File: config.mk
export PLATFORM = sky130hd
export DESIGN_NAME = lge_ctrl
export DESIGN_NICKNAME = d
export VERILOG_FILES = /design/src/rtl/core/lge_pkg.sv /design/src/rtl/core/lge_ctrl.sv
export SDC_FILE = /design/constraint.sdc
export NUM_CORES = 1
export LEC_CHECK = 0
export BUFFER_PORTS_ARGS = -buffer_cell sky130_fd_sc_hd__buf_2
export CORE_MARGIN = 3
export CORE_UTILIZATION = 25
export CTS_CLUSTER_SIZE = 40
export DETAILED_ROUTE_END_ITERATION = 10
export GPL_TIMING_DRIVEN = 0
export PLACE_DENSITY = 0.52
export SYNTH_ARGS = -nofsm -noshare
export SYNTH_HDL_FRONTEND = slang
export SYNTH_SLANG_ARGS = --single-unit
File: constraint.sdc
create_clock -name clk -period 2.52 [get_ports clk]
set_input_delay 0.504 -clock clk [delete_from_list [all_inputs] [get_ports clk]]
set_output_delay 0.504 -clock clk [all_outputs]
set_load 0.02 [all_outputs]
File: src/rtl/core/lge_pkg.sv
// shared types, codes and constants of the life generation engine
`timescale 1ns / 1ps
`default_nettype none

package lge_pkg;

  // action codes of an input item
  typedef logic [1:0] act_t;
  localparam act_t ACT_WRITE = 2'd0;
  localparam act_t ACT_STEP  = 2'd1;
  localparam act_t ACT_READ  = 2'd2;

  // configuration registers
  localparam int CFG_W     = 7;
  localparam int CFG_IDX_W = 1;
  typedef logic [CFG_IDX_W-1:0] cfg_idx_t;
  localparam cfg_idx_t CFG_GRID_WIDTH  = 1'b0;
  localparam cfg_idx_t CFG_GRID_HEIGHT = 1'b1;
  localparam logic [CFG_W-1:0] GRID_RESET = 7'd64;

  // neighbour counts and the life rule
  localparam int CNT_W = 4;
  typedef logic [CNT_W-1:0] cnt_t;
  localparam cnt_t SURVIVE_LOW = 4'd2;
  localparam cnt_t BIRTH_COUNT = 4'd3;

  // probe order: eight neighbours first, the cell itself last
  localparam int PROBE_W = 4;
  typedef logic [PROBE_W-1:0] probe_t;
  localparam probe_t PROBE_CENTER = 4'd8;

  typedef logic [1:0] ofs_t;
  localparam ofs_t OFS_DEC  = 2'd0;
  localparam ofs_t OFS_KEEP = 2'd1;
  localparam ofs_t OFS_INC  = 2'd2;

  function automatic ofs_t probe_row_ofs(input probe_t p);
    ofs_t o;
    unique case (p)
      4'd0, 4'd1, 4'd2: o = OFS_DEC;
      4'd5, 4'd6, 4'd7: o = OFS_INC;
      default:          o = OFS_KEEP;
    endcase
    return o;
  endfunction

  function automatic ofs_t probe_col_ofs(input probe_t p);
    ofs_t o;
    unique case (p)
      4'd0, 4'd3, 4'd5: o = OFS_DEC;
      4'd2, 4'd4, 4'd7: o = OFS_INC;
      default:          o = OFS_KEEP;
    endcase
    return o;
  endfunction

  // controller to datapath
  typedef struct packed {
    logic clear;        // zero one entry of both stores
    logic accept;       // input item taken this cycle
    logic cell_start;   // rewind the cell walk
    logic probe;        // read one neighbour or the cell itself
    logic store;        // write count and new state of the current cell
    logic copy;         // move one new state into the grid
    logic flush;        // last pending copy write
    logic out_load;     // fill the output register
    logic out_from_mem; // output from the read data, else zero
  } dp_cmd_t;

  // datapath to controller
  typedef struct packed {
    logic clr_last;
    logic probe_last;
    logic cell_last;
    logic grid_empty;
  } dp_stat_t;

endpackage

`default_nettype wire

File: src/rtl/core/lge_ctrl.sv
// controller state machine of the life generation engine
`timescale 1ns / 1ps
`default_nettype none

module lge_ctrl
  import lge_pkg::*;
(
  input  wire logic     clk,
  input  wire logic     rst_n,
  input  wire logic     in_valid,
  output logic          in_ready,
  input  wire act_t     in_action,
  output logic          out_valid,
  input  wire logic     out_ready,
  input  wire dp_stat_t stat,
  output dp_cmd_t       cmd
);

  localparam logic [2:0] S_CLEAR = 3'd0;
  localparam logic [2:0] S_IDLE  = 3'd1;
  localparam logic [2:0] S_EMIT  = 3'd2;
  localparam logic [2:0] S_PROBE = 3'd3;
  localparam logic [2:0] S_STORE = 3'd4;
  localparam logic [2:0] S_COPY  = 3'd5;
  localparam logic [2:0] S_FLUSH = 3'd6;

  logic [2:0] state_r, state_nxt;
  logic       out_valid_r, out_valid_nxt;
  logic       slot_free;

  assign slot_free = !out_valid_r || out_ready;
  assign in_ready  = (state_r == S_IDLE);
  assign out_valid = out_valid_r;

  always_comb begin
    state_nxt = state_r;
    cmd       = '0;
    unique case (state_r)
      S_CLEAR: begin
        cmd.clear = 1'b1;
        if (stat.clr_last) begin
          state_nxt = S_IDLE;
        end
      end
      S_IDLE: begin
        if (in_valid) begin
          cmd.accept = 1'b1;
          case (in_action)
            ACT_READ: begin
              state_nxt = S_EMIT;
            end
            ACT_STEP: begin
              if (stat.grid_empty) begin
                state_nxt = S_EMIT;
              end else begin
                cmd.cell_start = 1'b1;
                state_nxt      = S_PROBE;
              end
            end
            default: begin
              // write or unused code: zero result, straight out when room
              if (slot_free) begin
                cmd.out_load = 1'b1;
              end else begin
                state_nxt = S_EMIT;
              end
            end
          endcase
        end
      end
      S_EMIT: begin
        if (slot_free) begin
          cmd.out_load     = 1'b1;
          cmd.out_from_mem = 1'b1;
          state_nxt        = S_IDLE;
        end
      end
      S_PROBE: begin
        cmd.probe = 1'b1;
        if (stat.probe_last) begin
          state_nxt = S_STORE;
        end
      end
      S_STORE: begin
        cmd.store = 1'b1;
        if (stat.cell_last) begin
          cmd.cell_start = 1'b1;
          state_nxt      = S_COPY;
        end else begin
          state_nxt = S_PROBE;
        end
      end
      S_COPY: begin
        cmd.copy = 1'b1;
        if (stat.cell_last) begin
          state_nxt = S_FLUSH;
        end
      end
      S_FLUSH: begin
        cmd.flush = 1'b1;
        state_nxt = S_EMIT;
      end
      default: begin
        state_nxt = S_IDLE;
      end
    endcase
  end

  always_comb begin
    if (cmd.out_load) begin
      out_valid_nxt = 1'b1;
    end else if (out_ready) begin
      out_valid_nxt = 1'b0;
    end else begin
      out_valid_nxt = out_valid_r;
    end
  end

  always_ff @(posedge clk) begin
    if (!rst_n) begin
      state_r     <= S_CLEAR;
      out_valid_r <= 1'b0;
    end else begin
      state_r     <= state_nxt;
      out_valid_r <= out_valid_nxt;
    end
  end

endmodule

`default_nettype wire

## Word level (Yosys, flattened, before mapping)

Index checks and enable logic that the tools add are counted.
Widths: inputs -> output; s select.

| storage, ports and cells | value |
|---|---|
| bits in registers | 4 |
| input bits | 10 |

| cells by class | value |
|---|---|
| eq/ne operators | 14 |
| multiplexer cells | 29 |
| reductions and logical operators | 6 |

Operators by type and width:

| cell | number |
|---|---|
| $mux 3 | 7 |
| $pmux 3 s7 | 1 |
| $mux 1 | 16 |
| $ne 2x2->1 const B | 5 |
| $eq 3x3->1 const B | 3 |
| $eq 3x2->1 const B | 2 |
| $pmux 3 s2 | 1 |
| $reduce_and 6->1 | 1 |
| $mux 2 | 2 |
| $ne 4x2->1 const B | 1 |
| $pmux 1 s2 | 2 |
| $eq 3x1->1 const B | 1 |
| $logic_not 3->1 | 1 |
| $eq 2x1->1 const B | 1 |
| $eq 2x2->1 const B | 1 |
| $reduce_bool 2->1 | 1 |
| $reduce_or 2->1 | 1 |
| $logic_not 1->1 | 1 |
| $logic_or 1x1->1 | 1 |

## Logic depth before layout (Yosys ltp)

| depth | value |
|---|---|
| depth after elaboration | 7 |
| gate-level depth with buffers | 6 |
| mapped depth without buffers | 6 |

## Worst setup path before layout

Ideal clock, no wire load.

| timing | value |
|---|---|
| path type | reg-to-output |
| start point | register state_r[1] |
| end point | output port cmd[6] (netlist bit) |
| arrival | 1.351 ns |
| required time | 2.016 ns |
| setup slack | 0.665 ns |
| cell stages (with the launch flop) | 6 |
| cells stage by stage | dfxtp_1 -> buf_6 -> nor3b_2 -> nand2_1 -> inv_1 -> a22o_1 |

RTL lines:

| what | RTL line | source |
|---|---|---|
| start, declared | lge_ctrl.sv:27 | `logic [2:0] state_r, state_nxt;` |
| start signal, assigned | lge_ctrl.sv:124 | `state_r <= state_nxt;` |
| end, declared | lge_ctrl.sv:16 | `output dp_cmd_t cmd` |

==> flow_summary.yaml <==
power:
  powerDensity_mw_per_mm2: 420
  clkPwrFrac_pct: 37.5
  vdd_drop_max_mv: 0.124
  switching_share_pct: 30.7
  p_int_uw: 152
  p_leak_nw: 0.269
  p_sw_uw: 67.0
  total_power_uw: 219
  power_frac_comb_pct: 31.2
  seqPwrFrac_pct: 31.2
placed_design:
  pre_cts_ws_ns: 0.451
  place_inst: 89
  hpwl_um: 726
  port_buffers: 20
  globalplace.congestion: 0.747
clock_tree:
  cts_tree: "done"
  cts_buffer_depth: 2
  h-tree-depth: 1
  root_buffer: "clkbuf_4"
  path_clk_slew_ns: 0.04
  clkSinkCount: 4
  cts_resized: 0
  postCtsHoldBufs: 0
  cts_buffers: 3
  clock_latency_ns: 0.24
  post_cts_buffers: 0
synth:
  synth_ff_type: "dfxtp_1"
  synth_seq_cells: 4
  synth_edf_count: 0
  synth_top_area_cell: "dfxtp_1"
  syn_inst: 54
  seq_area_frac_synth_pct: 21.1
  syn-mean-instance-area_um2: 7.02
  synth_top_area_share_pct: 21.1
  ys_warn_count: 0
  syn_area_um2: 379
  synth.top_cells.by_area: "dfxtp_1 (21%), nor2_1 (8.9%), nor2b_1 (8.3%)"
  synth_nets: 65
  synth.distinct_cells: 26
  async_flop_share_pct: 0
drt:
  wire_per_inst_um: 10.1
  dr.pass1.iters: 3
  drc: 0
  num_vias: 416
  via_per_inst: 4.52
  final_antenna_net_count: 0
  initialDrtViolationCount: 5
  wirelength_um: 928
grt:
  antenna_found_initial: 0
  grt_pass1_vias: 340
  overflow: 0
  grt_use_total_pct: 9.54
  grt_start_max_net_pins: 11
  grt_pass1_wl_um: 1370
floorplan:
  pin_count: 21
  start_util_pct: 27.7
  die_area_mm2: 0.00202
  core_area_mm2: 0.00137
  std_cell_rows: 13
  die_h_um: 44.9
  die_w_um: 44.9
worst_setup_path:
  path_max_fanout: 10
  critPathArrivalTime_ns: 1.57
  reg2reg_slack_ns: 1.32
  rr_worst_depth: 4
  end_kind: "primary output"
  critPathKind: "reg2out"
  r2r-start: "out_valid"
  critPathRequiredTime_ns: 2.02
  start_kind: "flop"
  r2r_end: "state_r[0]"
worst_hold_path:
  hp-start: "rst_n"
  min_path_cells: 2
  hp-class: "in2reg"
  whs_endpoint: "out_valid"
final_layout:
  drive_gt1_share_pct: 37.7
  mostFrequentLayoutCell: "buf_2"
  syn_to_final_growth_pct: 37.3
  mostFrequentLayoutCells: "buf_2 (20), nor2_1 (9), nor2b_1 (5)"
  n_antenna_cell: 0
  fillers: 162
  fin_cells: 92
  num-nets-final: 90
flow_run:
  cap_viol_max_count: 0
timing:
  grt_setup_unrepaired: "false"
  tightest_slew_ns: 0.403
  setup_viol: 0
  finalWorstSetupSlack_ns: 0.446
  hold_viol: 0
  maxSlewViolCount: 0
  max_freq_ghz: 0.482
  fin_crit_sh_pct: 82.3
  skew_ns: 0.00182
  fin_setup_tns_ns: 0
  slew-limit-headroom_pct: 73.1
  fin_crit_ns: 2.07
outcome:
  status: "completed"
[metal layers]
metal  global-route usage [%]  wire length [µm]  vias up
met3                     2.39                67        2
met1                     11.8               435      173
met5                        0                 0        -
met4                     7.02                14        0
li1                         -                 -      228
met2                     14.1               411       13
[worst max path at each step]
stage            startpoint      to  slack [ns]
3_5_place_dp   in_action[1]  cmd[1]        0.45
4_1_cts          state_r[1]  cmd[1]        0.43
3_3_place_gp   in_action[1]  cmd[1]        0.45
2_1_floorplan    state_r[1]  cmd[6]        0.66
5_1_grt        in_action[1]  cmd[1]        0.30
6_report         state_r[1]  cmd[1]        0.45
[stage by stage]
step                utilization [%]  area [µm²]  hold WS, ns
global placement               36.4         498        0.691
CTS                            38.1         520        0.517
global route                   38.1         520        0.520
floorplan                         -         379        0.622
finish                         38.1         520        0.523
detailed placement             36.4         498        0.685
[Yosys cell counts, drive strengths merged (2+ instances only)]
cell type,instances
nor2,9
nor2b,5
a21oi,4
buf,4
dfxtp,4
inv,4
nand2,3
a22o,2
nand2b,2
nand3,2
nor3,2
o21ai,2
[critical path, stage by stage (launching register included)]
cell     delay [ns]
dfxtp_1        0.30
buf_6          0.13
and2b_1        0.22
nand3_1        0.09
a21oi_1        0.20
nor2b_1        0.15
buf_4          0.10
buf_2          0.14
[power by group through the flow]
stage / clock network [mW] / logic, mW / registers [mW]
after floorplan: 0 / 0.0457 / 0.0704
after global placement: 0 / 0.0689 / 0.0692
after detailed placement: 0 / 0.0686 / 0.0693
after CTS: 0.0839 / 0.0692 / 0.0683
after global routing: 0.0916 / 0.0752 / 0.0686
final: 0.0820 / 0.0683 / 0.0683
[state kept, by name, summed over array words and instances (netlist names)]
name and count:
state_r 3, out_valid 1
[logic make-up (layout without fill, tap and decap cells)]
family                   after synthesis  after routing  synth area share, %
buffers and inverters                  8             31                 12.9
AO/OA/AOI/OAI                         12             12                 20.5
XOR/XNOR                               2              2                 4.62
adder cells (fa/ha/maj)                1              1                 3.30
AND/OR/NAND/NOR                       27             27                 37.6
flip-flops                             4              4                 21.1
[layout make-up]
cell class	instances	area, µm²	area share [%]
Tap cell	15	18.8	3.61
Buffer	4	33.8	6.49
Multi-Input combinational cell	42	250	48.1
Sequential cell	4	80.1	15.4
Clock buffer	3	22.5	4.33
Timing Repair Buffer	20	100	19.2
Inverter	4	15.0	2.88
Power figures use the tool's default switching activity.
